==> src/hw/rtl/srwm_pkg.sv <==
// Package for the sorted run window merge: shared constants and job/result types.
package srwm_pkg;

	// rows looked at by one merged row: itself and up to two later rows
	localparam int WIN_DEPTH   = 3;
	// sources that can report presence
	localparam int SRC_COUNT   = 3;
	// entries in the queue between front and back
	localparam int QUEUE_DEPTH = 2;

	localparam int SRC_W    = 2;
	localparam int SECTOR_W = 16;
	localparam int PERIOD_W = 32;

	// classified job handed from front to back (payloads travel beside it)
	typedef struct packed {
		logic                                 canon;
		logic                                 real_row;
		logic                                 last;
		logic [PERIOD_W-1:0]                  period;
		logic [WIN_DEPTH-1:0]                 match;
		logic [WIN_DEPTH-1:0][SRC_W-1:0]      src;
		logic [WIN_DEPTH-1:0][SECTOR_W-1:0]   sector;
	} job_ctl_t;

	// result flags, is_canonical in bit 0
	typedef struct packed {
		logic                 sector_mismatch;
		logic [SRC_COUNT-1:0] has_source;
		logic                 is_live;
		logic                 is_canonical;
	} res_flags_t;

endpackage

==> src/hw/rtl/sorted_run_window_merge_top.sv <==
// Top level of the sorted run window merge: stream ports, front, job queue and back.
//
//  channel | dir | handshake          | contents
//  s_*     | in  | s_tvalid/s_tready  | one sorted row, s_tlast marks the bin's last row
//  m_*     | out | m_tvalid/m_tready  | one merged row, m_tlast marks the bin's final result
//
// One row is taken per cycle in steady state; a result leaves two rows later, or at a flush.
// A flush with two rows buffered holds s_tready low while the front drains its
// three-slot window, one job per cycle into the two-entry queue while it has room.
// Reset (arst_n low) empties window and queue and arms the bin start; no clearing pass.
// Output stalls back up through the result register and queue to s_tready.
module sorted_run_window_merge_top #(
	parameter int KEY_WIDTH     = 64,
	parameter int PAYLOAD_WIDTH = 64
) (
	input  logic                                  clk,
	input  logic                                  arst_n,
	input  logic                                  s_tvalid,
	output logic                                  s_tready,
	// row_key, row_sector, row_period, row_payload, zero pad
	input  logic [((KEY_WIDTH+48+PAYLOAD_WIDTH+7)/8)*8-1:0] s_tdata,
	// row_source[1:0], row_real[2]
	input  logic [2:0]                            s_tuser,
	input  logic                                  s_tlast,
	output logic                                  m_tvalid,
	input  logic                                  m_tready,
	// payload_source0, payload_source1, payload_source2, lead_sector, merged_period, zero pad
	output logic [((3*PAYLOAD_WIDTH+48+7)/8)*8-1:0] m_tdata,
	// is_canonical, is_live, has_source0, has_source1, has_source2, sector_mismatch
	output logic [5:0]                            m_tuser,
	output logic                                  m_tlast
);

	localparam int SW       = srwm_pkg::SECTOR_W;
	localparam int PW_      = srwm_pkg::PERIOD_W;
	localparam int SEC_LO   = KEY_WIDTH;
	localparam int PER_LO   = SEC_LO + SW;
	localparam int PAY_LO   = PER_LO + PW_;
	localparam int OUT_BITS = 3*PAYLOAD_WIDTH + SW + PW_;
	localparam int OUT_TW   = ((OUT_BITS + 7) / 8) * 8;
	localparam int JOB_W    = $bits(srwm_pkg::job_ctl_t) + srwm_pkg::WIN_DEPTH*PAYLOAD_WIDTH;
	localparam int JP_W     = srwm_pkg::WIN_DEPTH*PAYLOAD_WIDTH;

	logic                 f_push;
	srwm_pkg::job_ctl_t   f_ctl;
	logic [JP_W-1:0]      f_payload;
	logic                 q_ready;
	logic                 q_valid;
	logic                 q_pop;
	logic [JOB_W-1:0]     q_data;
	srwm_pkg::job_ctl_t   b_ctl;
	logic [JP_W-1:0]      b_payload;

	logic [PAYLOAD_WIDTH-1:0] pay0;
	logic [PAYLOAD_WIDTH-1:0] pay1;
	logic [PAYLOAD_WIDTH-1:0] pay2;
	logic [SW-1:0]            sector;
	logic [PW_-1:0]           period;
	srwm_pkg::res_flags_t     flags;

	srwm_front #(
		.KEY_WIDTH     (KEY_WIDTH),
		.PAYLOAD_WIDTH (PAYLOAD_WIDTH)
	) u_front (
		.clk         (clk),
		.arst_n      (arst_n),
		.s_tvalid    (s_tvalid),
		.s_tready    (s_tready),
		.row_key     (s_tdata[SEC_LO-1:0]),
		.row_source  (s_tuser[1:0]),
		.row_real    (s_tuser[2]),
		.row_sector  (s_tdata[PER_LO-1:SEC_LO]),
		.row_period  (s_tdata[PAY_LO-1:PER_LO]),
		.row_payload (s_tdata[PAY_LO+PAYLOAD_WIDTH-1:PAY_LO]),
		.end_of_bin  (s_tlast),
		.q_ready     (q_ready),
		.q_push      (f_push),
		.q_ctl       (f_ctl),
		.q_payload   (f_payload)
	);

	srwm_queue #(
		.WIDTH (JOB_W)
	) u_queue (
		.clk       (clk),
		.arst_n    (arst_n),
		.push      (f_push),
		.push_data ({f_ctl, f_payload}),
		.ready     (q_ready),
		.pop       (q_pop),
		.pop_data  (q_data),
		.valid     (q_valid)
	);

	assign b_ctl     = q_data[JOB_W-1:JP_W];
	assign b_payload = q_data[JP_W-1:0];

	srwm_back #(
		.PAYLOAD_WIDTH (PAYLOAD_WIDTH)
	) u_back (
		.clk             (clk),
		.arst_n          (arst_n),
		.q_valid         (q_valid),
		.q_pop           (q_pop),
		.q_ctl           (b_ctl),
		.q_payload       (b_payload),
		.m_tvalid        (m_tvalid),
		.m_tready        (m_tready),
		.payload_source0 (pay0),
		.payload_source1 (pay1),
		.payload_source2 (pay2),
		.lead_sector     (sector),
		.merged_period   (period),
		.flags           (flags),
		.last_of_bin     (m_tlast)
	);

	// pack result fields, lowest field first
	assign m_tdata = OUT_TW'({period, sector, pay2, pay1, pay0});
	assign m_tuser = flags;

endmodule

==> src/hw/rtl/srwm_front.sv <==
// Front part: accepts rows, holds the lookahead window and classifies each emitted row.
module srwm_front #(
	parameter int KEY_WIDTH     = 64,
	parameter int PAYLOAD_WIDTH = 64
) (
	input  logic                                     clk,
	input  logic                                     arst_n,
	// input rows
	input  logic                                     s_tvalid,
	output logic                                     s_tready,
	input  logic [KEY_WIDTH-1:0]                     row_key,
	input  logic [srwm_pkg::SRC_W-1:0]               row_source,
	input  logic                                     row_real,
	input  logic [srwm_pkg::SECTOR_W-1:0]            row_sector,
	input  logic [srwm_pkg::PERIOD_W-1:0]            row_period,
	input  logic [PAYLOAD_WIDTH-1:0]                 row_payload,
	input  logic                                     end_of_bin,
	// job queue
	input  logic                                     q_ready,
	output logic                                     q_push,
	output srwm_pkg::job_ctl_t                       q_ctl,
	output logic [srwm_pkg::WIN_DEPTH*PAYLOAD_WIDTH-1:0] q_payload
);

	localparam int WD = srwm_pkg::WIN_DEPTH;

	// window slots, slot 0 is the oldest row
	logic [KEY_WIDTH-1:0]              key_q     [WD];
	logic [srwm_pkg::SRC_W-1:0]        src_q     [WD];
	logic                              real_q    [WD];
	logic [srwm_pkg::SECTOR_W-1:0]     sector_q  [WD];
	logic [srwm_pkg::PERIOD_W-1:0]     period_q  [WD];
	logic [PAYLOAD_WIDTH-1:0]          payload_q [WD];

	logic [1:0]           fill_q;
	logic                 drain_q;
	logic                 bin_start_q;
	logic [KEY_WIDTH-1:0] prev_key_q;
	logic                 prev_real_q;

	logic       push;
	logic       accept;
	logic       last_job;
	logic [1:0] fill_sh;
	logic       canon;

	// emit the oldest row when the window is full or a flush is running
	assign push     = (drain_q || (fill_q == 2'd3)) && q_ready;
	assign last_job = drain_q && (fill_q == 2'd1);
	assign s_tready = !drain_q && ((fill_q != 2'd3) || q_ready);
	assign accept   = s_tvalid && s_tready;
	assign fill_sh  = fill_q - {1'b0, push};
	assign q_push   = push;

	assign canon = bin_start_q || !prev_real_q || (prev_key_q != key_q[0]) || !real_q[0];

	// classify the head row against the rows in the window
	always_comb begin
		q_ctl          = '0;
		q_ctl.canon    = canon;
		q_ctl.real_row = real_q[0];
		q_ctl.last     = last_job;
		q_ctl.period   = period_q[0];
		for (int j = 0; j < WD; j++) begin
			q_ctl.match[j]  = real_q[0] && real_q[j] && (fill_q > 2'(j))
				&& (key_q[j] == key_q[0]);
			q_ctl.src[j]    = src_q[j];
			q_ctl.sector[j] = sector_q[j];
			q_payload[j*PAYLOAD_WIDTH +: PAYLOAD_WIDTH] = payload_q[j];
		end
	end

	// window control and run tracking
	always_ff @(posedge clk or negedge arst_n) begin
		if (!arst_n) begin
			fill_q      <= '0;
			drain_q     <= 1'b0;
			bin_start_q <= 1'b1;
			prev_key_q  <= '0;
			prev_real_q <= 1'b0;
		end else begin
			fill_q <= fill_sh + {1'b0, accept};
			if (accept && end_of_bin) begin
				drain_q <= 1'b1;
			end else if (push && last_job) begin
				drain_q <= 1'b0;
			end
			if (push) begin
				bin_start_q <= last_job;
				prev_key_q  <= key_q[0];
				prev_real_q <= real_q[0];
			end
		end
	end

	// window slots: shift on emit, new row lands behind the remaining ones
	always_ff @(posedge clk) begin
		for (int k = 0; k < WD - 1; k++) begin
			if (accept && (fill_sh == 2'(k))) begin
				key_q[k]     <= row_key;
				src_q[k]     <= row_source;
				real_q[k]    <= row_real;
				sector_q[k]  <= row_sector;
				period_q[k]  <= row_period;
				payload_q[k] <= row_payload;
			end else if (push) begin
				key_q[k]     <= key_q[k+1];
				src_q[k]     <= src_q[k+1];
				real_q[k]    <= real_q[k+1];
				sector_q[k]  <= sector_q[k+1];
				period_q[k]  <= period_q[k+1];
				payload_q[k] <= payload_q[k+1];
			end
		end
		if (accept && (fill_sh == 2'(WD - 1))) begin
			key_q[WD-1]     <= row_key;
			src_q[WD-1]     <= row_source;
			real_q[WD-1]    <= row_real;
			sector_q[WD-1]  <= row_sector;
			period_q[WD-1]  <= row_period;
			payload_q[WD-1] <= row_payload;
		end
	end

`ifndef SYNTHESIS
	// no row enters while a flush is running
	a_drain_blocks: assert property (@(posedge clk) disable iff (!arst_n)
		drain_q |-> !s_tready)
		else $error("row accepted during flush");

	// the last row of a flush ends the drain and re-arms bin start
	a_flush_end: assert property (@(posedge clk) disable iff (!arst_n)
		(push && last_job) |=> (bin_start_q && !drain_q && (fill_q == 2'd0)))
		else $error("flush did not end cleanly");
`endif

endmodule

==> src/hw/rtl/srwm_queue.sv <==
// Short job queue between the front and back parts.
module srwm_queue #(
	parameter int WIDTH = 8
) (
	input  logic             clk,
	input  logic             arst_n,
	input  logic             push,
	input  logic [WIDTH-1:0] push_data,
	output logic             ready,
	input  logic             pop,
	output logic [WIDTH-1:0] pop_data,
	output logic             valid
);

	localparam int DEPTH = srwm_pkg::QUEUE_DEPTH;
	localparam int PTR_W = $clog2(DEPTH);
	localparam int CNT_W = $clog2(DEPTH + 1);

	logic [WIDTH-1:0] entry_q [DEPTH];
	logic [PTR_W-1:0] wr_ptr_q;
	logic [PTR_W-1:0] rd_ptr_q;
	logic [CNT_W-1:0] count_q;

	assign ready    = (count_q != CNT_W'(DEPTH));
	assign valid    = (count_q != '0);
	assign pop_data = entry_q[rd_ptr_q];

	// pointers and occupancy
	always_ff @(posedge clk or negedge arst_n) begin
		if (!arst_n) begin
			wr_ptr_q <= '0;
			rd_ptr_q <= '0;
			count_q  <= '0;
		end else begin
			if (push) begin
				wr_ptr_q <= (wr_ptr_q == PTR_W'(DEPTH - 1)) ? '0 : wr_ptr_q + 1'b1;
			end
			if (pop) begin
				rd_ptr_q <= (rd_ptr_q == PTR_W'(DEPTH - 1)) ? '0 : rd_ptr_q + 1'b1;
			end
			count_q <= count_q + CNT_W'(push) - CNT_W'(pop);
		end
	end

	// entry storage
	always_ff @(posedge clk) begin
		if (push) begin
			entry_q[wr_ptr_q] <= push_data;
		end
	end

`ifndef SYNTHESIS
	a_no_overflow: assert property (@(posedge clk) disable iff (!arst_n)
		push |-> (count_q != CNT_W'(DEPTH)))
		else $error("job queue overflow");

	a_no_underflow: assert property (@(posedge clk) disable iff (!arst_n)
		pop |-> (count_q != '0))
		else $error("job queue underflow");
`endif

endmodule

==> src/hw/rtl/srwm_back.sv <==
// Back part: merges the window matches of one job and drives the result register.
module srwm_back #(
	parameter int PAYLOAD_WIDTH = 64
) (
	input  logic                                         clk,
	input  logic                                         arst_n,
	// job queue
	input  logic                                         q_valid,
	output logic                                         q_pop,
	input  srwm_pkg::job_ctl_t                           q_ctl,
	input  logic [srwm_pkg::WIN_DEPTH*PAYLOAD_WIDTH-1:0] q_payload,
	// merged results
	output logic                                         m_tvalid,
	input  logic                                         m_tready,
	output logic [PAYLOAD_WIDTH-1:0]                     payload_source0,
	output logic [PAYLOAD_WIDTH-1:0]                     payload_source1,
	output logic [PAYLOAD_WIDTH-1:0]                     payload_source2,
	output logic [srwm_pkg::SECTOR_W-1:0]                lead_sector,
	output logic [srwm_pkg::PERIOD_W-1:0]                merged_period,
	output srwm_pkg::res_flags_t                         flags,
	output logic                                         last_of_bin
);

	localparam int WD = srwm_pkg::WIN_DEPTH;
	localparam int NS = srwm_pkg::SRC_COUNT;

	logic [NS-1:0]                 has;
	logic [PAYLOAD_WIDTH-1:0]      pay [NS];
	logic                          seen;
	logic [srwm_pkg::SECTOR_W-1:0] chosen;
	logic [WD-1:0]                 counted;
	logic                          mismatch;
	logic                          hit;

	logic                          tvalid_q;
	logic [PAYLOAD_WIDTH-1:0]      pay_q [NS];
	logic [srwm_pkg::SECTOR_W-1:0] sector_q;
	logic [srwm_pkg::PERIOD_W-1:0] period_q;
	srwm_pkg::res_flags_t          flags_q;
	logic                          last_q;

	assign q_pop = q_valid && (!tvalid_q || m_tready);

	// per source: first match gives presence and payload; source order sets sector
	always_comb begin
		has      = '0;
		seen     = 1'b0;
		chosen   = '0;
		counted  = '0;
		mismatch = 1'b0;
		hit      = 1'b0;
		for (int s = 0; s < NS; s++) begin
			pay[s] = '0;
		end
		for (int s = 0; s < NS; s++) begin
			for (int j = 0; j < WD; j++) begin
				hit = q_ctl.match[j] && (q_ctl.src[j] == srwm_pkg::SRC_W'(s));
				if (hit && !has[s]) begin
					has[s] = 1'b1;
					pay[s] = q_payload[j*PAYLOAD_WIDTH +: PAYLOAD_WIDTH];
				end
				if (hit && !seen) begin
					seen   = 1'b1;
					chosen = q_ctl.sector[j];
				end
				if (hit) begin
					counted[j] = 1'b1;
				end
			end
		end
		// any counted row on a different sector flags a conflict
		for (int j = 0; j < WD; j++) begin
			if (counted[j] && (q_ctl.sector[j] != chosen)) begin
				mismatch = 1'b1;
			end
		end
	end

	// result valid
	always_ff @(posedge clk or negedge arst_n) begin
		if (!arst_n) begin
			tvalid_q <= 1'b0;
		end else if (!tvalid_q || m_tready) begin
			tvalid_q <= q_valid;
		end
	end

	// result payload
	always_ff @(posedge clk) begin
		if (q_pop) begin
			for (int s = 0; s < NS; s++) begin
				pay_q[s] <= pay[s];
			end
			sector_q                <= chosen;
			period_q                <= q_ctl.real_row ? q_ctl.period : '0;
			flags_q.is_canonical    <= q_ctl.canon;
			flags_q.is_live         <= q_ctl.canon && (has != '0);
			flags_q.has_source      <= has;
			flags_q.sector_mismatch <= mismatch;
			last_q                  <= q_ctl.last;
		end
	end

	assign m_tvalid        = tvalid_q;
	assign payload_source0 = pay_q[0];
	assign payload_source1 = pay_q[1];
	assign payload_source2 = pay_q[2];
	assign lead_sector     = sector_q;
	assign merged_period   = period_q;
	assign flags           = flags_q;
	assign last_of_bin     = last_q;

`ifndef SYNTHESIS
	a_mismatch_needs_match: assert property (@(posedge clk) disable iff (!arst_n)
		(tvalid_q && flags_q.sector_mismatch) |-> (flags_q.has_source != '0))
		else $error("sector conflict without any source match");

	a_live_is_canonical: assert property (@(posedge clk) disable iff (!arst_n)
		(tvalid_q && flags_q.is_live) |-> flags_q.is_canonical)
		else $error("live row that is not canonical");
`endif

endmodule

==> config.mk <==
export PLATFORM = sky130hd
export DESIGN_NAME = sorted_run_window_merge_top
export DESIGN_NICKNAME = d
export VERILOG_FILES = /design/src/hw/rtl/srwm_pkg.sv /design/src/hw/rtl/sorted_run_window_merge_top.sv /design/src/hw/rtl/srwm_front.sv /design/src/hw/rtl/srwm_queue.sv /design/src/hw/rtl/srwm_back.sv
export SDC_FILE = /design/constraint.sdc
export NUM_CORES = 2
export LEC_CHECK = 0
export BUFFER_PORTS_ARGS = -buffer_cell sky130_fd_sc_hd__buf_2
export CAP_MARGIN = 0
export CORE_MARGIN = 2
export CORE_UTILIZATION = 40
export CTS_CLUSTER_SIZE = 40
export DETAILED_ROUTE_END_ITERATION = 8
export MAX_ROUTING_LAYER = met4
export PLACE_DENSITY_LB_ADDON = 0.05
export SLEW_MARGIN = 20
export SYNTH_ARGS = -nofsm -noshare
export SYNTH_HDL_FRONTEND = slang
export SYNTH_SLANG_ARGS = --single-unit
==> constraint.sdc <==
create_clock -name clk -period 27.7 [get_ports clk]
set_input_delay 6.925 -clock clk [delete_from_list [all_inputs] [get_ports clk]]
set_output_delay 6.925 -clock clk [all_outputs]
set_load 0.02 [all_outputs]
# == Yosys cells after proc, flatten, opt, wreduce, memory -nomap -nowiden ==
# Memories as Yosys holds them, arrays and structs flattened.
# Cells that the tools add are included.
# totals
reg_bits,129
ramBits,1297
in_bits,184
output_inout_bits,249
elab_cells,206
mem_count,8
# op_classes
add_sub_neg,6
magnitude_cmp,3
n_eq_ne,18
n_mux,71
bitwise_logic,12
n_reduce_logical,72
# mem_list
name,depth,word_bits,read_ports,rd_ports_with_merged_regs,wr,line_no,rtl
u_queue.entry_q,2,284,1,0,1,srwm_queue.sv:19,logic [WIDTH-1:0] entry_q [DEPTH];
u_back.pay_q,3,64,3,0,3,srwm_back.sv:36,logic [PAYLOAD_WIDTH-1:0] pay_q [NS];
u_front.key_q,3,64,3,0,3,srwm_front.sv:28,logic [KEY_WIDTH-1:0] key_q [WD];
u_front.payload_q,3,64,3,0,3,srwm_front.sv:33,logic [PAYLOAD_WIDTH-1:0] payload_q [WD];
u_front.period_q,3,32,3,0,3,srwm_front.sv:32,logic [srwm_pkg::PERIOD_W-1:0] period_q [WD];
u_front.sector_q,3,16,3,0,3,srwm_front.sv:31,logic [srwm_pkg::SECTOR_W-1:0] sector_q [WD];
2 more memories,--,--,--,--,--,--,
# ops
operator,count
two-way mux 64 bit,13
two-way mux 16 bit,11
equality test 64 bit,2
two-way mux 32 bit,2
!= test 64 bit,1
!= test 16 bit,3
two-way mux 1 bit,43
logical AND 1 bit,42
zero test 1 bit,16
bitwise OR 1 bit,12
"equality test 2 x 1 -> 1 bit, second input constant",5
"equality test 2 bit, second input constant",5
zero test 2 bit,4
logical OR 1 bit,6
adder 2 x 1 -> 2 bit,2
"greater-than comparator 2 x 1 -> 1 bit, second input constant",2
two-way mux 2 bit,2
"!= test 2 bit, second input constant",2
nonzero test 2 bit,2
subtractor 2 x 1 -> 2 bit,2
nonzero test 3 bit,1
"adder 1 bit, second input constant",2
"greater-than comparator 2 bit, second input constant",1
OR reduction 2 bit,1

# == Logic depth before layout (Yosys ltp) ==
# An unclocked memory read counts as a cell.
# depth
depth_word,31
ltp_mapped,16
ltp_nobuf,10

# == Modules after synthesis ==
# Synthesis repeated with hierarchy kept, for this count alone.
# hier_totals
cells_unflattened,3778
hier_area_um2,59823.6
# modules_own_cells
module,n_inst,cells_each,area_each_um2,seq_area_each_um2
srwm_front,1,1536,25474.4,17853.4
srwm_queue,1,899,20870.0,17156.5
srwm_back,1,1343,13479.2,7442.1

# == Least setup slack after synthesis ==
# OpenSTA, ideal clock, no wires.
# synth_path
path_kind,input -> register
startpoint,in m_tready
endpoint,reg u_queue.count_q[1]
setup_ps,80
arrival_time_ps,20994
required_ps,27620
slack_ps,6627
path_stages,7
path_buffers,0
cell_sequence,inv_1 a21oi_1 ha_1 inv_1 ha_1 xnor2_1 xnor2_1
# synth_via
elab_chain_len,3
# synth_lines
item,line_no,rtl
"start, declared",sorted_run_window_merge_top.sv:26,"input logic m_tready,"
logical OR 1 bit,srwm_back.sv:42,assign q_pop = q_valid && (!tvalid_q || m_tready);
logical AND 1 bit,srwm_back.sv:42,
via q_pop,sorted_run_window_merge_top.sv:49,logic q_pop;
subtractor 2 x 1 -> 2 bit,srwm_queue.sv:41,count_q <= count_q + CNT_W'(push) - CNT_W'(pop);
"end signal, assigned",srwm_queue.sv:41,
"end, declared",srwm_queue.sv:22,logic [CNT_W-1:0] count_q;
# The timed path passes the listed nets, and every way through them passes these cells.
# A chain may end at the register's enable or synchronous reset.

==> summary.txt <==
====================================================================================
Top flip-flop cell by instance count after synthesis                    sky130_fd_sc_hd__edfxtp_1
Final non-filler cell area                                                0.0690 mm²
First-pass GRT wire length                                                 234000 µm
Count of boundary I/O pins                                                       433
Normalized max-slew margin                                                     0.191
Largest net degree at the start of global routing                                142
Final critical path time including I/O delays and setup                      9670 ps
Num CTS Buffers                                                                  160
Final hold violations                                                              0
Synth Register Bits                                                             1426
Fill cell total of the finished layout                                         12912
Total negative setup slack                                                      0 ps
Number of different library cells in the post-synthesis netlist                   98
Path class of the lowest-slack min-delay path                           register to register
Wirelength, routed                                                         161000 µm
Initial Utilization                                                            0.402
Outcome                                                                 finished, final reports clean
Clock tree from TritonCTS                                                      built
Final worst clock skew                                                       23.5 ps
Crit. End Element                                                           register
Non-filler instance count after layout                                          6215
Number of global-route vias before repair                                      33434
GRT Util Overall                                                               0.216
Data required time at the worst endpoint                                    28240 ps
Asr flop ratio synth                                                          0.0519
Number of antenna violations at the first check in global routing                 29
Unrepaired setup endpoints after global routing                                false
Storage cell area                                                         0.0425 mm²
Remaining routing DRC violations                                                   0
Height of the die                                                             389 µm
CTS Root Cell                                                           sky130_fd_sc_hd__clkbuf_16
Worst stage delay on the critical path                                        780 ps
Die Width                                                                     389 µm
Part of the cycle the worst path needs                                         0.349
Max Fanout on Critical Path                                                       52
Detailed-placement wirelength estimate                                      98700 µm
Cell with the largest stage delay on the worst path                     sky130_fd_sc_hd__buf_4
Cts hold-fix bufs                                                                  0
Number of nets in the final layout                                              4324
Clock transition at path regs                                                  60 ps
Quantity of I/O buffers inserted on ports                                        432
Post-Syn Nets                                                                   3865
Worst path cell trace                                                   buf_2, nand2_1, inv_1, nand3_1, nand2_4, buf_4, buf_4, mux2_2
Signal arrival time at the worst endpoint                                   10210 ps
Synth Warn #                                                                       0
Number of antenna-violating nets in the routed design                              0
Weighted congestion at the end of routability-driven global placement          0.886
Total overflow reported by the global router                                       0
Max Root-Sink Buffers                                                              3
Vias per std cell                                                               5.45
H-tree depth                                                                       4
Max_cap viols                                                                      0
Area post-placement                                                       0.0638 mm²
Clock sinks                                                                     1426
Mean area per synthesized cell                                              16.2 µm²
Utilization of the core after routing                                          0.467
Dpl cells                                                                       5904
Slew @ Worst Pin                                                             1210 ps
Latest clock arrival within the worst-skew pair                               800 ps
Core outline area                                                          0.148 mm²
CP dominant cell by count                                               sky130_fd_sc_hd__buf_4
Layout cells sized above 1                                                     0.301
Number of core rows                                                              141
Final count of pins violating max slew                                             0
Fraction of the yosys area taken by sequential cells                           0.714
Achievable clock frequency                                                   103 MHz
Startpoint Class                                                        primary input
DRC marker count from the first detailed-route iteration                        2852
Number of synthesized flops with an enable pin                                  1352
DIE AREA                                                                   0.152 mm²
Area Overhead vs Synth                                                         16.0%
Post-cts gate resize count                                                         0
Detailed Routing Iterations Pass 1                                                 6
Top delay family on crit path                                           buffers and inverters
Average wire per cell in the routed design                                   25.9 µm
Multi-input logic area                                                    0.0157 mm²
Area of the mapped netlist                                                0.0594 mm²
Critical path class                                                     primary input to register
DR vias                                                                        33893
Number of buffer and inverter instances along the worst setup path                 4
Number of cells produced by synthesis                                           3677
# Post-CTS Setup Buffers                                                           0
Number of endpoints failing setup at the final stage                               0
====================================================================================
-- kinds of logic (layout without fill, tap and decap cells) --
| kind of cell | Yosys count | after routing | share of synthesized area |
|---|---|---|---|
| AO/OA/AOI/OAI | 566 | 566 | 0.0690 |
| multiplexers | 647 | 647 | 0.120 |
| buffers and inverters | 338 | 927 | 0.0237 |
| adder cells (fa/ha/maj) | 4 | 4 | 0.000842 |
| AND/OR/NAND/NOR | 477 | 477 | 0.0395 |
| flip-flops | 1426 | 1426 | 0.714 |
| XOR/XNOR | 219 | 219 | 0.0323 |
| other | 0 | 19 | 0 |
-- cell usage after synthesis, types with 4 or more instances --
master | instances | area (µm²)
sky130_fd_sc_hd__a2111oi_0 | 5 | 43.8
sky130_fd_sc_hd__a211oi_1 | 5 | 37.5
sky130_fd_sc_hd__a21o_1 | 6 | 45.0
sky130_fd_sc_hd__a21oi_1 | 213 | 1070
sky130_fd_sc_hd__a221o_1 | 8 | 80.1
sky130_fd_sc_hd__a221oi_1 | 197 | 1730
sky130_fd_sc_hd__a221oi_2 | 4 | 60.1
sky130_fd_sc_hd__a22o_1 | 8 | 70.1
sky130_fd_sc_hd__a31oi_1 | 4 | 25.0
sky130_fd_sc_hd__a32oi_1 | 5 | 43.8
sky130_fd_sc_hd__and2_1 | 5 | 31.3
sky130_fd_sc_hd__and3_1 | 4 | 25.0
sky130_fd_sc_hd__buf_1 | 15 | 56.3
sky130_fd_sc_hd__buf_2 | 24 | 120
sky130_fd_sc_hd__buf_4 | 7 | 52.6
sky130_fd_sc_hd__buf_6 | 4 | 45.0
sky130_fd_sc_hd__clkbuf_1 | 137 | 514
sky130_fd_sc_hd__dfrtp_1 | 73 | 1830
sky130_fd_sc_hd__edfxtp_1 | 1352 | 40600
sky130_fd_sc_hd__ha_1 | 4 | 50.1
sky130_fd_sc_hd__inv_1 | 145 | 544
sky130_fd_sc_hd__mux2_2 | 512 | 5770
sky130_fd_sc_hd__mux2i_1 | 128 | 1280
sky130_fd_sc_hd__mux2i_2 | 5 | 68.8
sky130_fd_sc_hd__nand2_1 | 233 | 875
sky130_fd_sc_hd__nand3_1 | 18 | 90.1
sky130_fd_sc_hd__nand4_1 | 46 | 288
sky130_fd_sc_hd__nand4b_1 | 4 | 35.0
sky130_fd_sc_hd__nand4bb_1 | 5 | 56.3
sky130_fd_sc_hd__nor2_1 | 64 | 240
sky130_fd_sc_hd__nor3_1 | 22 | 110
sky130_fd_sc_hd__nor4_1 | 34 | 213
sky130_fd_sc_hd__o2111ai_1 | 8 | 70.1
sky130_fd_sc_hd__o211ai_1 | 9 | 67.6
sky130_fd_sc_hd__o21a_1 | 4 | 30.0
sky130_fd_sc_hd__o21ai_0 | 19 | 95.1
sky130_fd_sc_hd__o21ai_1 | 7 | 35.0
sky130_fd_sc_hd__o22ai_1 | 8 | 50.1
sky130_fd_sc_hd__o31a_1 | 5 | 43.8
sky130_fd_sc_hd__o31ai_1 | 6 | 45.0
sky130_fd_sc_hd__o32ai_1 | 6 | 52.6
sky130_fd_sc_hd__xnor2_1 | 143 | 1250
sky130_fd_sc_hd__xor2_1 | 76 | 666
-- placed cells by master (no fill, tap or decap), types with 8 or more instances in the layout --
cell type | Yosys | final
sky130_fd_sc_hd__a22o_1 | 8 | 8
sky130_fd_sc_hd__nor4_1 | 34 | 34
sky130_fd_sc_hd__o21ai_0 | 19 | 19
sky130_fd_sc_hd__a221oi_1 | 197 | 197
sky130_fd_sc_hd__a221o_1 | 8 | 8
sky130_fd_sc_hd__edfxtp_1 | 1352 | 1352
sky130_fd_sc_hd__dfrtp_1 | 73 | 72
sky130_fd_sc_hd__buf_4 | 7 | 50
sky130_fd_sc_hd__o2111ai_1 | 8 | 8
sky130_fd_sc_hd__clkinv_2 | 0 | 25
sky130_fd_sc_hd__mux2i_1 | 128 | 127
sky130_fd_sc_hd__xnor2_1 | 143 | 143
sky130_fd_sc_hd__clkbuf_1 | 137 | 39
sky130_fd_sc_hd__nand4_1 | 46 | 46
sky130_fd_sc_hd__nor2_1 | 64 | 61
sky130_fd_sc_hd__mux2_2 | 512 | 512
sky130_fd_sc_hd__nand3_1 | 18 | 18
sky130_fd_sc_hd__nor3_1 | 22 | 20
sky130_fd_sc_hd__o22ai_1 | 8 | 8
sky130_fd_sc_hd__o211ai_1 | 9 | 9
sky130_fd_sc_hd__inv_1 | 145 | 145
sky130_fd_sc_hd__xor2_1 | 76 | 76
sky130_fd_sc_hd__buf_2 | 24 | 431
sky130_fd_sc_hd__diode_2 | 0 | 19
sky130_fd_sc_hd__bufinv_16 | 0 | 12
sky130_fd_sc_hd__clkinv_1 | 1 | 36
sky130_fd_sc_hd__nand2_1 | 233 | 228
sky130_fd_sc_hd__clkbuf_16 | 0 | 161
sky130_fd_sc_hd__a21oi_1 | 213 | 212
-- routing by layer --
metal,GRT usage,vias up,part of all wire
met5,-,-,0
met4,0.0592,0,0.023
met3,0.0452,262,0.065
met2,0.342,1149,0.48
met1,0.284,17172,0.43
li1,-,15310,-
-- sequential cells by signal (all words and copies together) (netlist names), 3 cells and up --
signal / count
u_back.pay_q: 192
u_back.merged_period: 32
u_front.sector_q: 48
u_back.flags: 6
u_front.src_q: 6
u_front.key_q: 192
u_queue.entry_q: 568
u_back.lead_sector: 16
u_front.prev_key_q: 64
u_front.payload_q: 192
u_front.period_q: 96
u_front.real_q: 3
-- per-stage QoR --
step / hold WS (ps) / setup WS [ps]
finish: 426 / 18030
global route: 436 / 17890
CTS: 427 / 18020
detailed placement: 429 / 17140
global placement: 422 / 17180
floorplan: 421 / 6630
-- final cells by class --
| class | count | share of cell area |
|---|---|---|
| sequential | 1426 | 0.616 |
| tap | 1930 | 0.0350 |
| clock inverter | 91 | 0.0133 |
| multi-input combinational | 1913 | 0.228 |
| clock buffer | 201 | 0.0608 |
| timing repair buffer | 488 | 0.0388 |
| inverter | 147 | 0.00800 |
| antenna | 19 | 0.000690 |
-- final timing paths --
kind | startpoint | end | slack [ps] | cells after the start
worst max register to register | u_queue.rd_ptr_q | u_back.flags[5] | 21820 | 11
min in group asynchronous | arst_n | u_front.prev_key_q[18] | 6080 | 1
worst min register to register | u_front.payload_q[0][50] | u_queue.entry_q[1][50] | 430 | 0
max in group asynchronous | arst_n | u_queue.rd_ptr_q | 20450 | 2
worst max-delay path | s_tvalid | u_front.period_q[0][16] | 18030 | 8
worst min-delay path | u_front.payload_q[0][50] | u_queue.entry_q[1][50] | 430 | 0
Power is not shown: default switching activity piles up to over one toggle a cycle in this logic, so the estimate is an artifact.
